===== src/hw/rtl/pwmc_pkg.sv =====
// shared types, constants and register codes of the pwm period and compare calculator
package pwmc_pkg;

	// default timer input clock in hertz
	localparam int unsigned CORE_CLOCK_HZ_DEF = 168000000;

	// field widths
	localparam int unsigned DUTY_W   = 16;
	localparam int unsigned MAG_W    = 17;
	localparam int unsigned PRESC_W  = 10;
	localparam int unsigned PERIOD_W = 16;
	localparam int unsigned FREQ_W   = 16;
	localparam int unsigned CFG_W    = 16;
	localparam int unsigned CFG_IDX_W = 2;

	// divisor freq * (prescaler + 1) * scaler stays below 2^17
	localparam int unsigned DIV_W = 17;

	// frequency band limits in hertz
	localparam logic [FREQ_W-1:0] BAND_HI  = 16'd3000;
	localparam logic [FREQ_W-1:0] BAND_MID = 16'd300;
	localparam logic [FREQ_W-1:0] BAND_LO  = 16'd30;
	localparam logic [FREQ_W-1:0] BAND_MIN = 16'd3;

	// prescaler values of the bands
	localparam logic [PRESC_W-1:0] PRESC_DIV1    = 10'd0;
	localparam logic [PRESC_W-1:0] PRESC_DIV10   = 10'd9;
	localparam logic [PRESC_W-1:0] PRESC_DIV100  = 10'd99;
	localparam logic [PRESC_W-1:0] PRESC_DIV1000 = 10'd999;

	// register indexes
	typedef enum logic [CFG_IDX_W-1:0] {
		CFG_PWM_FREQ  = 2'd0,
		CFG_TIMER_ADV = 2'd1,
		CFG_DIR_EN    = 2'd2,
		CFG_CHAN      = 2'd3
	} cfg_idx_t;

	// decoded configuration handed to the datapath
	typedef struct packed {
		logic [PRESC_W-1:0] prescaler;
		logic [DIV_W-1:0]   divisor;
		logic               clamped;
		logic               dir_en;
		logic               chan;
	} cfg_t;

	// item data travelling along the divider cells
	typedef struct packed {
		logic              vld;
		logic [DUTY_W-1:0] duty;
	} cell_tag_t;

	// result item payload
	typedef struct packed {
		logic [PRESC_W-1:0]  prescaler;
		logic [PERIOD_W-1:0] period;
		logic [PERIOD_W-1:0] compare;
		logic                compare_valid;
		logic                dir_level;
		logic                dir_active;
		logic                freq_clamped;
	} result_t;

endpackage


===== src/hw/rtl/pwmc_cmd_if.sv =====
// duty command channel
interface pwmc_cmd_if;
	logic                                valid;
	logic                                ready;
	logic signed [pwmc_pkg::DUTY_W-1:0] duty;

	modport source (output valid, output duty, input ready);
	modport sink   (input valid, input duty, output ready);
endinterface


===== src/hw/rtl/pwmc_res_if.sv =====
// timer settings result channel
interface pwmc_res_if;
	logic                 valid;
	logic                 ready;
	pwmc_pkg::result_t    res;

	modport source (output valid, output res, input ready);
	modport sink   (input valid, input res, output ready);
endinterface


===== src/hw/rtl/pwmc_cfg_regs.sv =====
// configuration registers and frequency band decode
module pwmc_cfg_regs (
	input  logic                               clk,
	input  logic                               arst_n,
	input  logic                               cfg_we,
	input  logic [pwmc_pkg::CFG_IDX_W-1:0]    cfg_idx,
	input  logic [pwmc_pkg::CFG_W-1:0]        cfg_wdata,
	output pwmc_pkg::cfg_t                     cfg
);

	logic [pwmc_pkg::FREQ_W-1:0] freq_q;
	logic                        timer_adv_q;
	logic                        dir_en_q;
	logic                        chan_q;

	// register writes
	always_ff @(posedge clk or negedge arst_n) begin
		if (!arst_n) begin
			freq_q      <= '0;
			timer_adv_q <= 1'b0;
			dir_en_q    <= 1'b0;
			chan_q      <= 1'b0;
		end else if (cfg_we) begin
			unique case (pwmc_pkg::cfg_idx_t'(cfg_idx))
				pwmc_pkg::CFG_PWM_FREQ:  freq_q      <= cfg_wdata[pwmc_pkg::FREQ_W-1:0];
				pwmc_pkg::CFG_TIMER_ADV: timer_adv_q <= cfg_wdata[0];
				pwmc_pkg::CFG_DIR_EN:    dir_en_q    <= cfg_wdata[0];
				pwmc_pkg::CFG_CHAN:      chan_q      <= cfg_wdata[0];
				default: begin
				end
			endcase
		end
	end

	logic [pwmc_pkg::DIV_W-1:0] freq_ext;
	logic [pwmc_pkg::DIV_W-1:0] band_div;

	// band select: prescaler and freq * (prescaler + 1)
	always_comb begin
		freq_ext    = pwmc_pkg::DIV_W'(freq_q);
		cfg.clamped = 1'b0;
		priority if (freq_q > pwmc_pkg::BAND_HI) begin
			cfg.prescaler = pwmc_pkg::PRESC_DIV1;
			band_div      = freq_ext;
		end else if (freq_q > pwmc_pkg::BAND_MID) begin
			cfg.prescaler = pwmc_pkg::PRESC_DIV10;
			band_div      = freq_ext * pwmc_pkg::DIV_W'(10);
		end else if (freq_q > pwmc_pkg::BAND_LO) begin
			cfg.prescaler = pwmc_pkg::PRESC_DIV100;
			band_div      = freq_ext * pwmc_pkg::DIV_W'(100);
		end else if (freq_q > pwmc_pkg::BAND_MIN) begin
			cfg.prescaler = pwmc_pkg::PRESC_DIV1000;
			band_div      = freq_ext * pwmc_pkg::DIV_W'(1000);
		end else begin
			// low frequency runs as 3 Hz
			cfg.prescaler = pwmc_pkg::PRESC_DIV1000;
			band_div      = pwmc_pkg::DIV_W'(3000);
			cfg.clamped   = 1'b1;
		end
		// half-clock timer doubles the divisor
		cfg.divisor = timer_adv_q ? band_div : {band_div[pwmc_pkg::DIV_W-2:0], 1'b0};
		cfg.dir_en  = dir_en_q;
		cfg.chan    = chan_q;
	end

endmodule


===== src/hw/rtl/pwmc_div_cell.sv =====
// one restoring division cell: produces one quotient bit per item
module pwmc_div_cell #(
	parameter int unsigned CLK_HZ  = pwmc_pkg::CORE_CLOCK_HZ_DEF,
	parameter int unsigned CLK_W   = 28,
	parameter int unsigned BIT_IDX = 0
) (
	input  logic                          clk,
	input  logic                          arst_n,
	input  logic                          en,
	input  logic [pwmc_pkg::DIV_W-1:0]    divisor,
	input  logic [pwmc_pkg::DIV_W-1:0]    rem_i,
	input  logic [CLK_W-1:0]              quo_i,
	input  pwmc_pkg::cell_tag_t           tag_i,
	output logic [pwmc_pkg::DIV_W-1:0]    rem_q,
	output logic [CLK_W-1:0]              quo_q,
	output pwmc_pkg::cell_tag_t           tag_q
);

	localparam logic [CLK_W-1:0] DIVIDEND = CLK_W'(CLK_HZ);
	localparam logic             DIV_BIT  = DIVIDEND[BIT_IDX];

	logic [pwmc_pkg::DIV_W:0] trial;
	logic [pwmc_pkg::DIV_W:0] diff;
	logic                     fits;

	// shift in the next dividend bit and try a subtract
	always_comb begin
		trial = {rem_i, DIV_BIT};
		diff  = trial - {1'b0, divisor};
		fits  = trial >= {1'b0, divisor};
	end

	// item valid flag and duty hand-off
	always_ff @(posedge clk or negedge arst_n) begin
		if (!arst_n) begin
			tag_q <= '0;
		end else if (en) begin
			tag_q <= tag_i;
		end
	end

	// partial remainder and quotient
	always_ff @(posedge clk) begin
		if (en) begin
			rem_q <= fits ? diff[pwmc_pkg::DIV_W-1:0] : trial[pwmc_pkg::DIV_W-1:0];
			quo_q <= {quo_i[CLK_W-2:0], fits};
		end
	end

endmodule


===== src/hw/rtl/pwm_period_and_compare_calc.sv =====
// pwm period and compare calculator top level
// an item passes the divider cells, one quotient bit each, then s1 and the result register
// throughput: one item per cycle unless res stalls; the period divider is a row of cells
// a stalled result holds the whole pipeline; the cells advance together
// reset: config, valid and tag registers clear to 0, pipeline empties; no clearing pass
module pwm_period_and_compare_calc #(
	parameter int unsigned CORE_CLOCK_HZ = pwmc_pkg::CORE_CLOCK_HZ_DEF
) (
	input  logic                              clk,
	input  logic                              arst_n,
	input  logic                              cfg_we,
	input  logic [pwmc_pkg::CFG_IDX_W-1:0]   cfg_idx,
	input  logic [pwmc_pkg::CFG_W-1:0]       cfg_wdata,
	pwmc_cmd_if.sink                          cmd,
	pwmc_res_if.source                        res
);

	localparam int unsigned CLK_W = $clog2(CORE_CLOCK_HZ + 1);
	localparam logic [CLK_W-1:0] SAT_LIM = CLK_W'(65536);
	localparam int unsigned PROD_W = pwmc_pkg::MAG_W + pwmc_pkg::PERIOD_W;

	pwmc_pkg::cfg_t cfg;

	// configuration registers
	pwmc_cfg_regs u_cfg (
		.clk       (clk),
		.arst_n    (arst_n),
		.cfg_we    (cfg_we),
		.cfg_idx   (cfg_idx),
		.cfg_wdata (cfg_wdata),
		.cfg       (cfg)
	);

	// pipeline advances whenever the output register is free or being taken
	logic en;
	logic vld_q;
	assign en        = !vld_q || res.ready;
	assign cmd.ready = en;

	// divider cell chain
	logic [pwmc_pkg::DIV_W-1:0] rem_c [0:CLK_W];
	logic [CLK_W-1:0]           quo_c [0:CLK_W];
	pwmc_pkg::cell_tag_t        tag_c [0:CLK_W];

	assign rem_c[0] = '0;
	assign quo_c[0] = '0;
	assign tag_c[0] = {cmd.valid, cmd.duty};

	for (genvar k = 0; k < CLK_W; k++) begin : g_cell
		pwmc_div_cell #(
			.CLK_HZ  (CORE_CLOCK_HZ),
			.CLK_W   (CLK_W),
			.BIT_IDX (CLK_W - 1 - k)
		) u_cell (
			.clk     (clk),
			.arst_n  (arst_n),
			.en      (en),
			.divisor (cfg.divisor),
			.rem_i   (rem_c[k]),
			.quo_i   (quo_c[k]),
			.tag_i   (tag_c[k]),
			.rem_q   (rem_c[k+1]),
			.quo_q   (quo_c[k+1]),
			.tag_q   (tag_c[k+1])
		);
	end

	// period saturation and duty magnitude
	logic [CLK_W-1:0]              quo_end;
	logic [pwmc_pkg::DUTY_W-1:0]   duty_end;
	logic [pwmc_pkg::PERIOD_W-1:0] period_d;
	logic [pwmc_pkg::MAG_W-1:0]    mag_d;

	always_comb begin
		quo_end  = quo_c[CLK_W];
		duty_end = tag_c[CLK_W].duty;
		priority if (quo_end == '0) begin
			period_d = '0;
		end else if (quo_end > SAT_LIM) begin
			period_d = '1;
		end else begin
			period_d = pwmc_pkg::PERIOD_W'(quo_end - CLK_W'(1));
		end
		mag_d = duty_end[pwmc_pkg::DUTY_W-1]
			? pwmc_pkg::MAG_W'(0) - {1'b1, duty_end}
			: {1'b0, duty_end};
	end

	logic                          vld_s1;
	logic [pwmc_pkg::PERIOD_W-1:0] period_s1;
	logic [pwmc_pkg::MAG_W-1:0]    mag_s1;
	logic                          neg_s1;

	always_ff @(posedge clk or negedge arst_n) begin
		if (!arst_n) begin
			vld_s1 <= 1'b0;
		end else if (en) begin
			vld_s1 <= tag_c[CLK_W].vld;
		end
	end

	always_ff @(posedge clk) begin
		if (en) begin
			period_s1 <= period_d;
			mag_s1    <= mag_d;
			neg_s1    <= duty_end[pwmc_pkg::DUTY_W-1];
		end
	end

	// compare multiply and result register
	logic [PROD_W-1:0] prod;
	pwmc_pkg::result_t res_d;
	pwmc_pkg::result_t res_q;

	always_comb begin
		prod                = PROD_W'(mag_s1) * PROD_W'(period_s1);
		res_d.prescaler     = cfg.prescaler;
		res_d.period        = period_s1;
		res_d.compare       = cfg.chan ? prod[15 +: pwmc_pkg::PERIOD_W] : '0;
		res_d.compare_valid = cfg.chan;
		res_d.dir_level     = cfg.dir_en && !neg_s1;
		res_d.dir_active    = cfg.dir_en;
		res_d.freq_clamped  = cfg.clamped;
	end

	always_ff @(posedge clk or negedge arst_n) begin
		if (!arst_n) begin
			vld_q <= 1'b0;
		end else if (en) begin
			vld_q <= vld_s1;
		end
	end

	always_ff @(posedge clk) begin
		if (en) begin
			res_q <= res_d;
		end
	end

	assign res.valid = vld_q;
	assign res.res   = res_q;

endmodule

===== src/flat_wrapper.sv =====
// flat-port wrapper written by rule: the top's interface ports become plain ports
module pwm_period_and_compare_calc_flat 
#(
	parameter int unsigned CORE_CLOCK_HZ = pwmc_pkg::CORE_CLOCK_HZ_DEF
)
  (clk, arst_n, cfg_we, cfg_idx, cfg_wdata, cmd_valid, cmd_duty, cmd_ready, res_valid, res_res, res_ready);
  pwmc_cmd_if cmd_i ();
  pwmc_res_if res_i ();
  input  logic clk;
  input  logic arst_n;
  input  logic cfg_we;
  input  logic [pwmc_pkg::CFG_IDX_W-1:0] cfg_idx;
  input  logic [pwmc_pkg::CFG_W-1:0] cfg_wdata;
  input wire logic [$bits(cmd_i.valid)-1:0] cmd_valid;
  input wire logic [$bits(cmd_i.duty)-1:0] cmd_duty;
  output wire logic [$bits(cmd_i.ready)-1:0] cmd_ready;
  output wire logic [$bits(res_i.valid)-1:0] res_valid;
  output wire logic [$bits(res_i.res)-1:0] res_res;
  input wire logic [$bits(res_i.ready)-1:0] res_ready;
  assign cmd_i.valid = cmd_valid;
  assign cmd_i.duty = cmd_duty;
  assign cmd_ready = cmd_i.ready;
  assign res_valid = res_i.valid;
  assign res_res = res_i.res;
  assign res_i.ready = res_ready;
  pwm_period_and_compare_calc #(.CORE_CLOCK_HZ(CORE_CLOCK_HZ)) u_core (.clk(clk), .arst_n(arst_n), .cfg_we(cfg_we), .cfg_idx(cfg_idx), .cfg_wdata(cfg_wdata), .cmd(cmd_i), .res(res_i));
endmodule

===== config.mk =====
export PLATFORM = sky130hd
export DESIGN_NAME = pwm_period_and_compare_calc_flat
export DESIGN_NICKNAME = d
export VERILOG_FILES = /design/src/hw/rtl/pwmc_pkg.sv /design/src/hw/rtl/pwmc_cmd_if.sv /design/src/hw/rtl/pwmc_res_if.sv /design/src/hw/rtl/pwmc_cfg_regs.sv /design/src/hw/rtl/pwmc_div_cell.sv /design/src/hw/rtl/pwm_period_and_compare_calc.sv /design/src/flat_wrapper.sv
export SDC_FILE = /design/constraint.sdc
export NUM_CORES = 2
export LEC_CHECK = 0
export BUFFER_PORTS_ARGS = -buffer_cell sky130_fd_sc_hd__buf_2
export CORE_ASPECT_RATIO = 1.25
export CORE_MARGIN = 2
export CORE_UTILIZATION = 52
export CTS_CLUSTER_SIZE = 20
export DETAILED_ROUTE_END_ITERATION = 10
export PLACE_DENSITY = 0.71
export SYNTH_ARGS = -nofsm -noshare
export SYNTH_HDL_FRONTEND = slang
export SYNTH_SLANG_ARGS = --single-unit

===== constraint.sdc =====
create_clock -name clk -period 43 [get_ports clk]
set_input_delay 4.3 -clock clk [delete_from_list [all_inputs] [get_ports clk]]
set_output_delay 4.3 -clock clk [all_outputs]
set_load 0.02 [all_outputs]

# Word-level counts from Yosys, hierarchy flattened

Index checks and enable logic that the tools add are counted.

Register bits: 1442
Logic and storage cells: 272
Bits of input ports: 39

Equal/unequal tests: 3
Muxes and demuxes: 36
Reduce and logical (&&, ||, !) cells: 12
Add/subtract/negate cells: 29
Order comparisons: 33
Multiply operators: 4

Operators with widths:

| cell                  | number |
|---|---|
| $mux 17               | 31 |
| $ge 18x17->1          | 27 |
| $sub 17x17->17        | 26 |
| $sub 1x17->17 const A | 2 |
| $mul 17x16->31        | 1 |
| $gt 28x17->1 const B  | 1 |
| $logic_not 28->1      | 1 |
| $ge 1x17->1 const A   | 1 |
| $gt 16x12->1 const B  | 1 |
| $gt 16x2->1 const B   | 1 |
| $gt 16x5->1 const B   | 1 |
| $gt 16x9->1 const B   | 1 |
| $mul 16x3->16 const B | 1 |
| $mul 16x5->15 const B | 1 |
| $mul 16x7->14 const B | 1 |
| $mux 16               | 1 |
| $sub 16x1->16 const B | 1 |
| $mux 15               | 1 |
| $mux 10               | 1 |
| $reduce_and 2->1      | 4 |
| $eq 2x2->1 const B    | 2 |
| $mux 4                | 1 |
| $reduce_or 3->1       | 1 |
| $eq 2x1->1 const B    | 1 |
| other kinds (6)       | 7 |

# Depth between registers and ports, before layout

Depth after elaboration: 8
Gate-level depth with buffers: 29
Mapped depth without buffers: 27

# Hierarchy

A second synthesis with hierarchy kept.

Cell total of the unflattened synthesis: 8283
Area, all modules: 104442.7 µm²

Modules (own cells, without submodules):

| module                                        | area each (µm²) | seq. area each (µm²) | cells an instance | instances |
|---|---|---|---|---|
| pwmc_div_cell at u_core.g_cell[12].u_cell ... | 3110.5          | 1776.7               | 229               | 19 |
| pwmc_div_cell at u_core.g_cell[0].u_cell ...  | 3170.5          | 1776.7               | 237               | 5 |
| pwmc_div_cell at u_core.g_cell[15].u_cell ... | 3160.5          | 1776.7               | 236               | 4 |
| pwm_period_and_compare_calc                   | 12036.5         | 2452.4               | 1248              | 1 |
| pwmc_cfg_regs                                 | 4812.1          | 475.5                | 555               | 1 |

# Worst setup path before layout

No wires, ideal clock.

Path kind: input to output
Start: input port res_ready
End: output port cmd_ready
Required time: 38.700 ns
Arrival time: 30.649 ns
Cell stages on the path: 5
Setup slack: 8.051 ns
Cell sequence: nand2b_1 > clkbuf_1 > clkbuf_1 > clkbuf_1 > clkbuf_1

Longest elaborated chain between the ends: 1

Ends and longest elaborated chain:

| what             | line                              | RTL |
|---|---|---|
| from (decl)      | flat_wrapper.sv:19                | `input wire logic [$bits(res_i.ready)-1:0] res_ready;` |
| $logic_or 1x1->1 | pwm_period_and_compare_calc.sv:37 | `assign en = !vld_q \|\| res.ready;` |
| to (decl)        | flat_wrapper.sv:16                | `output wire logic [$bits(cmd_i.ready)-1:0] cmd_ready;` |

No other way between the ends.

# Worst setup path after layout

Ends and elaborated chain as after synthesis.

==> flow_summary.json <==
{
  "status": "completed",
  "fp.dieH_um": 453,
  "io_buffer_count": 85,
  "cpMostUsedCell": "buf_2",
  "synthArstFlopShare_pct": 34.6,
  "clock_sinks": 1436,
  "synth_top_family_by_area": "adder cells",
  "globalRoute.totalOverflow": 0,
  "path_cells": "buf_2, nand2b_4, buf_2",
  "hp-start": "u_core.g_cell[16].u_cell.quo_q[5]$_DFFE_PP_",
  "first_iter_violations": 3586,
  "hold_path_end": "u_core.g_cell[17].u_cell.quo_q[6]$_DFFE_PP_",
  "startpoint": "res_ready",
  "yosys-top-cells-area": "edfxtp_1, dfrtp_1, ha_1",
  "max_stage_delay_ps": 670,
  "seq_area_frac_synth_pct": 48.5,
  "max_freq_ghz": 0.103,
  "fp.dieW_um": 363,
  "syn_area_sq_um": 83800,
  "hold-worst-slack_ps": 394,
  "critPathBufInv": 2,
  "synth.distinct_cells": 95,
  "netlist.area_leader.share_pct": 33.7,
  "htree_levels": 4,
  "dp_hpwl_mm": 121,
  "grt_max_degree": 203,
  "track_usage_pct": 21.7,
  "tritoncts": "done",
  "syn-instance-count": 6975,
  "path_max_fanout": 50,
  "path_delay_family": "simple AND/OR/NAND/NOR gates",
  "rsz0062_at_grt": "no",
  "gp_congestion": 0.899,
  "crit_slowest_cell": "nand2b_4",
  "timing.rr.start": "u_core.u_cfg.freq_q[0]$_DFFE_PN0P_",
  "required_ps": 38700,
  "drc": 0,
  "syn_avg_cell_area_sq_um": 12.0,
  "finalNetCount": 8043,
  "wl_per_cell_um": 19.1,
  "worstSetupEndpointType": "primary output",
  "synthAdderAreaFrac_pct": 16.0,
  "core_sq_um": 160000,
  "crit_type": "in -> out",
  "synth_area_leader_cell": "edfxtp_1",
  "reg2reg_depth": 24,
  "period_share_pct": 22.6,
  "ys.flop_type": "edfxtp_1",
  "layout-drive-gt1-share_pct": 16.0,
  "worst_pin_slew_ps": 1070,
  "antenna_left": 0,
  "cts.repair.resized": 0,
  "synth_edf_count": 939,
  "hold_path.class": "reg -> reg",
  "synth-xor-area-share_pct": 3.88,
  "wl_mm": 178,
  "syn_to_final_growth_pct": 9.17,
  "dieArea_sq_um": 164000,
  "r2r_setup_slack_ps": 34300,
  "row_count": 164,
  "cts_root_buf": "clkbuf_16",
  "synth_simple_gate_area_share_pct": 9.22,
  "ys_ff_latch": 1436,
  "clockBufferDepth": 3,
  "drv_cap": 0,
  "post_cts.repair.setup_buffers": 0,
  "grt_pass1_wl_mm": 283,
  "first_global_vias": 54372,
  "rr_endpoint": "u_core.g_cell[25].u_cell.rem_q[8]$_DFFE_PP_",
  "fill_cells": 12826,
  "io_pins": 87,
  "antenna_found_initial": 2,
  "register_area_sq_um": 40600,
  "postCtsHoldBufs": 0,
  "start_kind": "input port",
  "period_needed_ps": 9730,
  "synth_compound_area_share_pct": 9.39,
  "firstDrtPassIters": 5,
  "setup_viol": 0,
  "clock_latency_ps": 800,
  "multiInputGateArea_sq_um": 40600,
  "via_per_inst": 5.77,
  "finalClockSkew_ps": 44.0,
  "hold_violations": 0,
  "cts_buffers": 145,
  "cp.arrival_ps": 5430,
  "slew_viol_final": 0,
  "vias": 53567,
  "initial_utilization_pct": 52.4,
  "slew_headroom_pct": 28.4,
  "muxShareOfSynthArea_pct": 9.79,
  "fin_tns_setup_ps": 0,
  "clk_transition_reported_paths_ps": 60,
  "ys_warn_count": 0,
  "hold_depth": 0
}
-- placed cells by master (no fill, tap or decap), drive strengths merged, types with 76 or more instances in the layout --
cell,n
mux2,699
nor3,109
xnor2,246
buf,155
clkbuf,180
nand3,85
o21ai,310
xor2,125
nand2,493
a21o,118
ha,635
dfrtp,497
fa,272
a21oi,339
nand4,76
and2,127
nor2,373
inv,529
edfxtp,939
-- cells in the mapped netlist (11+ instances only) --
master	n
edfxtp_1	939
mux2_2	699
ha_1	635
inv_1	514
dfrtp_1	497
nand2_1	493
nor2_1	371
a21oi_1	339
o21ai_0	301
fa_1	272
xnor2_1	246
clkbuf_1	153
and2_1	127
xor2_1	125
a21o_1	118
nor3_1	109
nand3_1	84
nand4_1	76
nand2b_1	60
o21a_1	58
and3_1	56
nor2b_1	56
o31ai_1	49
a31oi_1	46
a211oi_1	38
o21bai_1	38
o211ai_1	37
or3_1	37
a21boi_0	35
mux2i_1	33
nor4_1	29
or2_2	27
buf_2	17
o41ai_1	17
a211o_1	12
a2111oi_0	11
or4_1	11
-- kinds of logic after synthesis --
logic type	after synthesis
AO/OA/AOI/OAI	1234
XOR/XNOR	371
adder cells (fa/ha/maj)	907
buffers and inverters	704
flip-flops	1436
multiplexers	732
other	1
AND/OR/NAND/NOR	1590
-- per-layer routing --
layer  vias to the layer above  global-route usage, %  wire length (um)
li1                      25412                      -                 -
met1                     26601                   26.7             74100
met2                      1171                   38.2             89000
met3                       383                   2.90              7320
met4                         0                   9.08              7200
met5                         -                      0                 0
-- through the flow --
| step | std cells | util [%] | setup WS, ps | instance area [sq um] |
|---|---|---|---|---|
| 2_1_floorplan | 6983 | - | 8050 | 83800 |
| 3_3_place_gp | 9025 | 54.3 | 33110 | 86800 |
| 3_5_place_dp | 9025 | 54.3 | 33010 | 86800 |
| 4_1_cts | 9284 | 57.2 | 33190 | 91400 |
| 5_1_grt | 9285 | 57.2 | 33180 | 91500 |
| 6_report | 9285 | 57.2 | 33270 | 91500 |
-- flip-flops by register name, indices dropped and copies added, names as in the netlist --
register                    flops
u_core.u_cfg.dir_en_q           1
u_core.g_cell.u_cell.tag_q    476
u_core.u_cfg.timer_adv_q        1
u_core.g_cell.u_cell.rem_q    459
u_core.mag_s1                  17
u_core.g_cell.u_cell.quo_q    406
u_core.vld_s1                   1
u_core.neg_s1                   1
u_core.res.res                 40
u_core.res.valid                1
u_core.u_cfg.freq_q            16
u_core.period_s1               16
u_core.u_cfg.chan_q             1
-- layout make-up --
class | count | share of cell area [%]
multi-input cells | 4843 | 44.4
inverters | 516 | 2.12
diodes | 1 | 0.00274
clock buffers | 180 | 4.21
well taps | 2075 | 2.84
clock inverters | 79 | 0.848
repair buffers | 155 | 1.11
flip-flops and latches | 1436 | 44.4
-- worst max-delay path by stage --
stage | end | slack [ps] | cells past startpoint
floorplan | cmd_ready | 8050 | 5
global placement | u_core.g_cell[16].u_cell.quo_q[1]$_DFFE_PP_ | 33110 | 7
detailed placement | u_core.g_cell[16].u_cell.quo_q[1]$_DFFE_PP_ | 33010 | 7
CTS | cmd_ready | 33190 | 3
global route | cmd_ready | 33180 | 3
finish | cmd_ready | 33270 | 3
Power is not shown: default switching activity piles up to over one toggle a cycle in this logic, so the estimate is an artifact.
